==> src/design/rgbu_pkg.sv <==
// ----------------------------------------------------------------------------
// rgbu_pkg
// shared types and constants of the rotated glyph bit unpacker
// ----------------------------------------------------------------------------
package rgbu_pkg;

  localparam int unsigned MAX_RESULTS = 56;
  localparam int unsigned MAX_COLUMNS = 16;
  localparam logic [7:0]  FULL_MASK   = 8'hFF;
  localparam logic [3:0]  PAGE_BITS   = 4'd8;

  // register indexes on the configuration port (byte address 4*index)
  localparam logic [1:0] REG_Y_OFFSET = 2'd0;
  localparam logic [1:0] REG_ROWS     = 2'd1;
  localparam logic [1:0] REG_COLUMNS  = 2'd2;

  typedef struct packed {
    logic [7:0] source_byte;
    logic       first_of_glyph;
  } in_t;

  typedef struct packed {
    logic [7:0] page_byte;
    logic       last_of_run;
  } out_t;

  typedef enum logic [1:0] {
    ST_IDLE,
    ST_RUN,
    ST_FLUSH
  } st_t;

endpackage

==> src/design/rotated_glyph_bit_unpacker.sv <==
// ----------------------------------------------------------------------------
// rotated_glyph_bit_unpacker
// cuts packed lsb-first glyph bits into column page bytes for a display
// ----------------------------------------------------------------------------
// Each accepted input byte is walked by one shared page step unit under a
// small sequencer, one step per clock: a step either produces one page byte
// or ends the walk for this byte. The walk of an input byte that yields page
// bytes runs through acceptance, one producing step per page byte, a closing
// step and a flush step that hands over the last page byte with last_of_run
// set; a byte that yields no page byte has only acceptance and the closing
// step. When the walk stops at the limit of 56 page bytes there is no closing
// step. The block takes the next byte only once the walk is over.
// The step unit only advances while the result register is free, so a
// stalled output simply stretches the walk.
// in_stall is high from acceptance until the last page byte is in the result
// register. Configuration registers must be written only while idle.
module rotated_glyph_bit_unpacker (
  input  logic               clk,
  input  logic               rst_n,
  // input channel
  input  logic               in_valid,
  output logic               in_stall,
  input  rgbu_pkg::in_t      in_data,
  // result channel
  output logic               out_valid,
  input  logic               out_stall,
  output rgbu_pkg::out_t     out_data,
  // configuration port
  input  logic               psel,
  input  logic               penable,
  input  logic               pwrite,
  input  logic [3:0]         paddr,
  input  logic [31:0]        pwdata,
  output logic [31:0]        prdata,
  output logic               pready
);

  import rgbu_pkg::*;

  // configuration registers
  logic [4:0] cfg_y_r;
  logic [5:0] cfg_rows_r;
  logic [4:0] cfg_cols_r;

  // unpack state
  logic [7:0] hb_r,   hb_nxt;    // held bits
  logic [3:0] hbc_r,  hbc_nxt;   // held bit count
  logic [6:0] rsb_r,  rsb_nxt;   // row start bit
  logic [4:0] cl_r,   cl_nxt;    // columns left
  logic [6:0] cbp_r,  cbp_nxt;   // column bit position
  logic [7:0] po_r,   po_nxt;    // partial out
  logic [3:0] poc_r,  poc_nxt;   // partial out count

  // sequencer
  st_t        state_r, state_nxt;
  logic [5:0] n_r, n_nxt;
  logic       pend_valid_r, pend_valid_nxt;
  logic [7:0] pend_val_r, pend_val_nxt;
  logic       out_valid_r, out_valid_nxt;
  out_t       out_data_r, out_data_nxt;

  logic       in_accept;
  logic       out_free;
  logic       cfg_write;

  // page step unit
  logic [4:0] eff_cols;
  logic [6:0] per_col;
  logic [6:0] gap;
  logic [3:0] need_out;
  logic [7:0] need_col;
  logic [7:0] merged;
  logic [3:0] filled;
  logic       take_partial;
  logic       page_done;
  logic       it_emit;
  logic       it_break;
  logic [7:0] it_val;
  logic [7:0] it_hb;
  logic [3:0] it_hbc;
  logic [6:0] it_rsb;
  logic [4:0] it_cl;
  logic [6:0] it_cbp;
  logic [7:0] it_po;
  logic [3:0] it_poc;

  // --------------------------------------------------------------------------
  // configuration port
  // --------------------------------------------------------------------------
  assign pready    = 1'b1;
  assign cfg_write = psel && penable && pwrite && pready;

  always_ff @(posedge clk) begin
    if (!rst_n) begin
      cfg_y_r    <= 5'd0;
      cfg_rows_r <= 6'd8;
      cfg_cols_r <= 5'd8;
    end else if (cfg_write) begin
      unique case (paddr[3:2])
        REG_Y_OFFSET: cfg_y_r    <= pwdata[4:0];
        REG_ROWS:     cfg_rows_r <= pwdata[5:0];
        REG_COLUMNS:  cfg_cols_r <= pwdata[4:0];
        default: ;
      endcase
    end
  end

  always_comb begin
    prdata = 32'd0;
    unique case (paddr[3:2])
      REG_Y_OFFSET: prdata = {27'd0, cfg_y_r};
      REG_ROWS:     prdata = {26'd0, cfg_rows_r};
      REG_COLUMNS:  prdata = {27'd0, cfg_cols_r};
      default:      prdata = 32'd0;
    endcase
  end

  // column count: zero acts as one, anything above the maximum saturates
  always_comb begin
    if (cfg_cols_r == 5'd0) begin
      eff_cols = 5'd1;
    end else if (cfg_cols_r > 5'(MAX_COLUMNS)) begin
      eff_cols = 5'(MAX_COLUMNS);
    end else begin
      eff_cols = cfg_cols_r;
    end
  end

  // bit position where the bitmap of a column ends
  assign per_col = {2'b00, cfg_y_r} + {1'b0, cfg_rows_r};

  // --------------------------------------------------------------------------
  // page step unit: one pass of the unpack walk from the current state
  // --------------------------------------------------------------------------
  always_comb begin
    it_hb        = hb_r;
    it_hbc       = hbc_r;
    it_rsb       = rsb_r;
    it_cl        = (cl_r == 5'd0) ? eff_cols : cl_r;
    it_cbp       = cbp_r;
    it_po        = po_r;
    it_poc       = poc_r;
    it_emit      = 1'b0;
    it_break     = 1'b0;
    it_val       = 8'd0;
    take_partial = 1'b0;
    page_done    = 1'b0;
    gap          = {2'b00, cfg_y_r} - cbp_r;
    need_out     = 4'd0;
    need_col     = 8'd0;
    merged       = 8'd0;
    filled       = 4'd0;

    // blank rows above the bitmap: a whole blank page or a blank head
    if (poc_r == 4'd0 && cbp_r < {2'b00, cfg_y_r}) begin
      if (gap >= 7'd8) begin
        it_emit   = 1'b1;
        it_val    = 8'd0;
        page_done = 1'b1;
      end else begin
        it_poc = gap[3:0];
        it_po  = 8'd0;
        it_cbp = {2'b00, cfg_y_r};
      end
    end

    if (!it_emit) begin
      if (it_hbc == 4'd0) begin
        it_break = 1'b1;
      end else begin
        need_out = PAGE_BITS - it_poc;
        need_col = {1'b0, per_col} - {1'b0, it_cbp};
        merged   = it_po | (it_hb << it_poc);
        if ({4'd0, need_out} > need_col) begin
          // last page of the column, masked to the bits that remain
          if ({4'd0, it_hbc} >= need_col) begin
            filled    = it_poc + need_col[3:0];
            it_emit   = 1'b1;
            it_val    = merged & (FULL_MASK >> (PAGE_BITS - filled));
            it_hb     = it_hb >> need_col[3:0];
            it_hbc    = it_hbc - need_col[3:0];
            page_done = 1'b1;
          end else begin
            take_partial = 1'b1;
          end
        end else if (it_hbc >= need_out) begin
          it_emit   = 1'b1;
          it_val    = merged;
          it_hb     = it_hb >> need_out;
          it_hbc    = it_hbc - need_out;
          page_done = 1'b1;
        end else begin
          take_partial = 1'b1;
        end
      end
    end

    // not enough bits for a page: keep the partial page and wait for data
    if (take_partial) begin
      it_cbp   = it_cbp + {3'd0, it_hbc};
      it_poc   = it_poc + it_hbc;
      it_po    = merged;
      it_hb    = 8'd0;
      it_hbc   = 4'd0;
      it_break = 1'b1;
    end

    // advance to the next column, or to the next row of pages
    if (page_done) begin
      if (it_cl > 5'd1) begin
        it_cl = it_cl - 5'd1;
      end else begin
        it_cl  = eff_cols;
        it_rsb = it_rsb + 7'd8;
      end
      it_cbp = it_rsb;
      it_po  = 8'd0;
      it_poc = 4'd0;
    end
  end

  // --------------------------------------------------------------------------
  // sequencer
  // --------------------------------------------------------------------------
  assign in_stall  = (state_r != ST_IDLE);
  assign in_accept = in_valid && !in_stall;
  assign out_free  = !out_valid_r || !out_stall;

  always_ff @(posedge clk) begin
    if (!rst_n) begin
      state_r      <= ST_IDLE;
      hb_r         <= 8'd0;
      hbc_r        <= 4'd0;
      rsb_r        <= 7'd0;
      cl_r         <= 5'd0;
      cbp_r        <= 7'd0;
      po_r         <= 8'd0;
      poc_r        <= 4'd0;
      n_r          <= 6'd0;
      pend_valid_r <= 1'b0;
      out_valid_r  <= 1'b0;
    end else begin
      state_r      <= state_nxt;
      hb_r         <= hb_nxt;
      hbc_r        <= hbc_nxt;
      rsb_r        <= rsb_nxt;
      cl_r         <= cl_nxt;
      cbp_r        <= cbp_nxt;
      po_r         <= po_nxt;
      poc_r        <= poc_nxt;
      n_r          <= n_nxt;
      pend_valid_r <= pend_valid_nxt;
      out_valid_r  <= out_valid_nxt;
    end
  end

  // payload registers
  always_ff @(posedge clk) begin
    pend_val_r <= pend_val_nxt;
    out_data_r <= out_data_nxt;
  end

  always_comb begin
    state_nxt      = state_r;
    hb_nxt         = hb_r;
    hbc_nxt        = hbc_r;
    rsb_nxt        = rsb_r;
    cl_nxt         = cl_r;
    cbp_nxt        = cbp_r;
    po_nxt         = po_r;
    poc_nxt        = poc_r;
    n_nxt          = n_r;
    pend_valid_nxt = pend_valid_r;
    pend_val_nxt   = pend_val_r;
    out_valid_nxt  = out_valid_r && out_stall;
    out_data_nxt   = out_data_r;

    unique case (state_r)
      ST_IDLE: begin
        if (in_accept) begin
          if (in_data.first_of_glyph) begin
            rsb_nxt = 7'd0;
            cl_nxt  = 5'd0;
            cbp_nxt = 7'd0;
            po_nxt  = 8'd0;
            poc_nxt = 4'd0;
          end
          // bits still held from the previous byte are dropped
          hb_nxt    = in_data.source_byte;
          hbc_nxt   = PAGE_BITS;
          n_nxt     = 6'd0;
          state_nxt = ST_RUN;
        end
      end

      ST_RUN: begin
        if (out_free) begin
          hb_nxt  = it_hb;
          hbc_nxt = it_hbc;
          rsb_nxt = it_rsb;
          cl_nxt  = it_cl;
          cbp_nxt = it_cbp;
          po_nxt  = it_po;
          poc_nxt = it_poc;
          if (it_emit) begin
            // the page held back is not the last one: hand it over
            if (pend_valid_r) begin
              out_valid_nxt            = 1'b1;
              out_data_nxt.page_byte   = pend_val_r;
              out_data_nxt.last_of_run = 1'b0;
            end
            pend_valid_nxt = 1'b1;
            pend_val_nxt   = it_val;
            n_nxt          = n_r + 6'd1;
            if (n_r + 6'd1 == 6'(MAX_RESULTS)) begin
              state_nxt = ST_FLUSH;
            end
          end else if (it_break) begin
            state_nxt = pend_valid_r ? ST_FLUSH : ST_IDLE;
          end
        end
      end

      ST_FLUSH: begin
        if (out_free) begin
          out_valid_nxt            = 1'b1;
          out_data_nxt.page_byte   = pend_val_r;
          out_data_nxt.last_of_run = 1'b1;
          pend_valid_nxt           = 1'b0;
          state_nxt                = ST_IDLE;
        end
      end

      default: state_nxt = ST_IDLE;
    endcase
  end

  assign out_valid = out_valid_r;
  assign out_data  = out_data_r;

  // --------------------------------------------------------------------------
  // assertions
  // --------------------------------------------------------------------------
  // an accepted byte always starts a walk
  a_accept_runs: assert property (@(posedge clk) disable iff (!rst_n)
    in_accept |=> (state_r == ST_RUN))
    else $error("accepted transaction did not start a walk");

  // the flush state always has a page byte held back
  a_flush_pending: assert property (@(posedge clk) disable iff (!rst_n)
    (state_r == ST_FLUSH) |-> pend_valid_r)
    else $error("flush without a held page byte");

  // flushing presents the last page byte and returns to idle
  a_flush_last: assert property (@(posedge clk) disable iff (!rst_n)
    (state_r == ST_FLUSH && out_free) |=>
      (state_r == ST_IDLE && out_valid_r && out_data_r.last_of_run))
    else $error("flush did not present the last page byte");

  // the partial page never fills up without being emitted
  a_partial_short: assert property (@(posedge clk) disable iff (!rst_n)
    (state_r == ST_RUN) |-> (poc_r < PAGE_BITS))
    else $error("partial page count reached a full page");

  // no walk produces more than the result limit
  a_result_limit: assert property (@(posedge clk) disable iff (!rst_n)
    (state_r == ST_RUN && n_r != 6'd0) |-> (n_r < 6'(MAX_RESULTS)))
    else $error("result count beyond the limit");

endmodule
==> config.mk <==
export PLATFORM = sky130hd
export DESIGN_NAME = rotated_glyph_bit_unpacker
export DESIGN_NICKNAME = d
export VERILOG_FILES = /design/src/design/rgbu_pkg.sv /design/src/design/rotated_glyph_bit_unpacker.sv
export SDC_FILE = /design/constraint.sdc
export NUM_CORES = 1
export LEC_CHECK = 0
export BUFFER_PORTS_ARGS = -buffer_cell sky130_fd_sc_hd__buf_2
export CAP_MARGIN = 20
export CORE_UTILIZATION = 30
export CTS_CLUSTER_SIZE = 12
export DETAILED_ROUTE_END_ITERATION = 6
export PLACE_DENSITY_LB_ADDON = 0.2
export SLEW_MARGIN = 5
export SYNTH_ARGS = -nofsm -noshare
export SYNTH_HDL_FRONTEND = slang
export SYNTH_SLANG_ARGS = --single-unit
==> constraint.sdc <==
create_clock -name clk -period 14.62 [get_ports clk]
set_clock_uncertainty 0.1 [all_clocks]
set_input_delay 0.731 -clock clk [delete_from_list [all_inputs] [get_ports clk]]
set_output_delay 0.731 -clock clk [all_outputs]
set_load 0.005 [all_outputs]
==> results.md <==
* Outcome: completed
* Initial Utilization at 0.308
* Via Count at 5540
* Top achievable clock speed at roughly 120 MHz
* Initial antenna violation count at 0
* Post-DP HPWL at between 10000 and 15000 µm
* Crit path from: cfg_y_r[0]
* Critical path endpoint category: register
* Buf/Inv on CP at 1
* Commonest non-fill, non-tap cells in the layout: 71 x nand2_1, 66 x dfxtp_1, 52 x a21oi_1, 51 x nor2_1, 50 x o21ai_0
* Worst-case clock buffer depth at 2
* Post-synth EDFFs at 17
* Reg2reg start: cfg_y_r[0]
* All-Layer GR Usage at 0.166
* R2r setup slk at about 6.6 ns
* Min-delay worst type: reg2reg
* Internal Power at roughly 0.00059 W
* Syn Inst Count at around 760
* Synth Flop Type: dfxtp_1
* Clock slew at reported path FFs at around 0.060 ns
* CTS Hold Buffers Added at 0
* Final critical-path required period at about 8 ns
* Peak supply drop at 82.8 µV
* Slowest cell on the critical path: fa_1
* FF-to-FF path depth at 28
* Switching Share at 0.469
* Die boundary height at ~150 µm
* CTS tree: done
* PD cells at roughly 160 mW/mm²
* # rows at 53
* Routed wire length per instance at approximately 16 µm
* FF+latch count, synth at 83
* Crit start category: register
* DRC viols at 0
* Final Hold Fails at 0
* Asr flop ratio synth at 0
* CP Class: reg2reg
* GR Overflow Total at 0
* CP required at roughly 15 ns
* Vias in the first global route at between 5000 and 6000
* Max Cap Viol at 0
* Gate power share at 0.533
* Die width at between 100 and 150 µm
* Pre-antenna DRT Iters at 4
* Syn. warnings at 0
* Final Max Tran Viols at 0
* LEAKAGE at ~2.9 nW
* Slew headroom at 0.273
* PortBufs at 40
* Placed Instances at roughly 1100
* DRT iter0 DRCs at approximately 370
* Final nets at approximately 900
* Synth Area in Simple Gates at 0.172
* Core box area at 0.0211 mm²
* Peak fanout along the critical path at 16
* Count of different cell masters after synthesis at 83
* Post-CTS setup buffer count at 0
* Psw at between 0.0005 and 0.0006 W
* Post_cts resized at 0
* Setup violators final at 0
* Final period util at 0.548
* WP data arrival at about 8 ns
* Seq/Total Area, Yosys at 0.282
* RSZ-0062 raised after global routing: no
* FILL cells at between 2000 and 2500
* DR vias/cell at between 5 and 6
* Cell depth of the worst setup path at 28
* CTS H-tree depth at 3
* Post-synthesis mux area share at 0.0886
* Clock share of power at 0.204
* Commonest non-fill, non-tap cell in the layout: nand2_1
* Remaining antenna violation count after routing at 0
* Worst Setup EP: cbp_r[4]
* Io pins at between 90 and 100
* CTS Sinks at 83
* Total die area at approximately 0.022 mm²
* Largest family of logic cells by synthesized area: compound AO/OA/AOI/OAI gates
* Worst hold path cell count at 0
* Global-route wire length before repair at ~29000 µm
* Share of layout cells above drive strength 1 at 0.121
* Area share of fa/ha/maj cells after synthesis at 0.121
* Placer Congestion at 0.841
* Worst path top cell family by delay: adder cells
* Largest net degree at the start of global routing at between 40 and 50
* Routed WL at approximately 18000 µm
* Total CTS buffers at 9
* Synth Area in XOR/XNOR at 0.0256
* # diodes at 0
* Compound-cell area share of the yosys netlist at 0.233
* Slowest stage delay, CP at ~0.48 ns
* RR Endpoint: cbp_r[4]
* P&R area growth vs syn at 10.3%
* Cell Area, Synth at between 0.006 and 0.007 mm²
* Final TNS setup at 0 ns
* Worst slew pin tran at ~1.1 ns
* Fin cells at 1070
* Avg Cell Area, Syn at around 8.5 µm²
* CTS root buf: clkbuf_16
* Register share of total power at 0.262
* Clk_lat worst skew at around 0.35 ns
metal layers:
metal / global-route usage / vias up / part of all wire
met1: 0.216 / 2634 / 0.47
met2: 0.283 / 78 / 0.49
met3: 0.0254 / 13 / 0.027
li1: - / 2815 / -
met5: 0 / - / 0
met4: 0.0439 / 0 / 0.012
power groups by stage:
stage / logic, W / clock network [W] / registers [W]
final: 0.000597 / 0.000229 / 0.000293
after global routing: 0.000664 / 0.000248 / 0.000297
after CTS: 0.000597 / 0.000238 / 0.000293
after detailed placement: 0.000594 / 0 / 0.000298
after global placement: 0.000594 / 0 / 0.000298
after floorplan: 0.000447 / 0 / 0.000287
synthesized netlist by cell type, types with 10 or more instances:
master | instances | area (µm²)
a21oi_1 | 52 | 260
a22oi_1 | 10 | 75.1
a31oi_1 | 12 | 75.1
buf_4 | 27 | 203
clkbuf_1 | 22 | 82.6
dfxtp_1 | 66 | 1320
edfxtp_1 | 17 | 510
fa_1 | 11 | 220
ha_1 | 45 | 563
inv_1 | 37 | 139
mux2i_1 | 44 | 440
nand2_1 | 71 | 267
nand3_1 | 24 | 120
nor2_1 | 51 | 191
nor3_1 | 14 | 70.1
o211ai_1 | 15 | 113
o21ai_0 | 51 | 255
xnor2_1 | 14 | 123
cell families after synthesis:
group | Yosys count
AO/OA/AOI/OAI | 224
AND/OR/NAND/NOR | 227
adder cells (fa/ha/maj) | 56
other | 2
buffers and inverters | 101
flip-flops | 83
multiplexers | 51
XOR/XNOR | 19
area by class of cell:
class | count | area, µm² | area share
flip-flops and latches | 83 | 1830 | 0.256
inverters | 41 | 156 | 0.0218
repair buffers | 51 | 280 | 0.0391
well taps | 275 | 344 | 0.0480
clock inverters | 5 | 35.0 | 0.00489
multi-input cells | 604 | 4250 | 0.594
clock buffers | 11 | 264 | 0.0368
worst min-delay path by stage:
stage	startpoint	end	slack, ns
2_1_floorplan	pend_val_r[0]	out_data[1]	0.30
3_3_place_gp	pend_val_r[5]	out_data[6]	0.30
3_5_place_dp	pend_val_r[0]	out_data[1]	0.31
4_1_cts	pend_val_r[0]	out_data[1]	0.32
5_1_grt	pend_val_r[4]	out_data[5]	0.33
6_report	pend_val_r[0]	out_data[1]	0.32
state kept, by name (all words and copies together) (netlist names), 5 cells and up:
signal,cells
cfg_rows_r,6
cl_r,5
pend_val_r,8
po_r,8
cfg_y_r,5
out_data,9
n_r,6
cfg_cols_r,5
cbp_r,7
hb_r,8
through the flow:
stage          total power, W  area, µm²  hold slack, ns  setup WS (ns)  utilization
6_report              0.00112       7160           0.323           6.61        0.340
5_1_grt               0.00121       7160           0.332           5.93        0.340
4_1_cts               0.00113       7160           0.321           6.58        0.340
3_5_place_dp         0.000892       6860           0.306           6.62        0.325
3_3_place_gp         0.000892       6860           0.300           6.62        0.325
2_1_floorplan        0.000734       6590           0.300           7.25            -
Note: power is estimated with default switching activity, not from simulation.
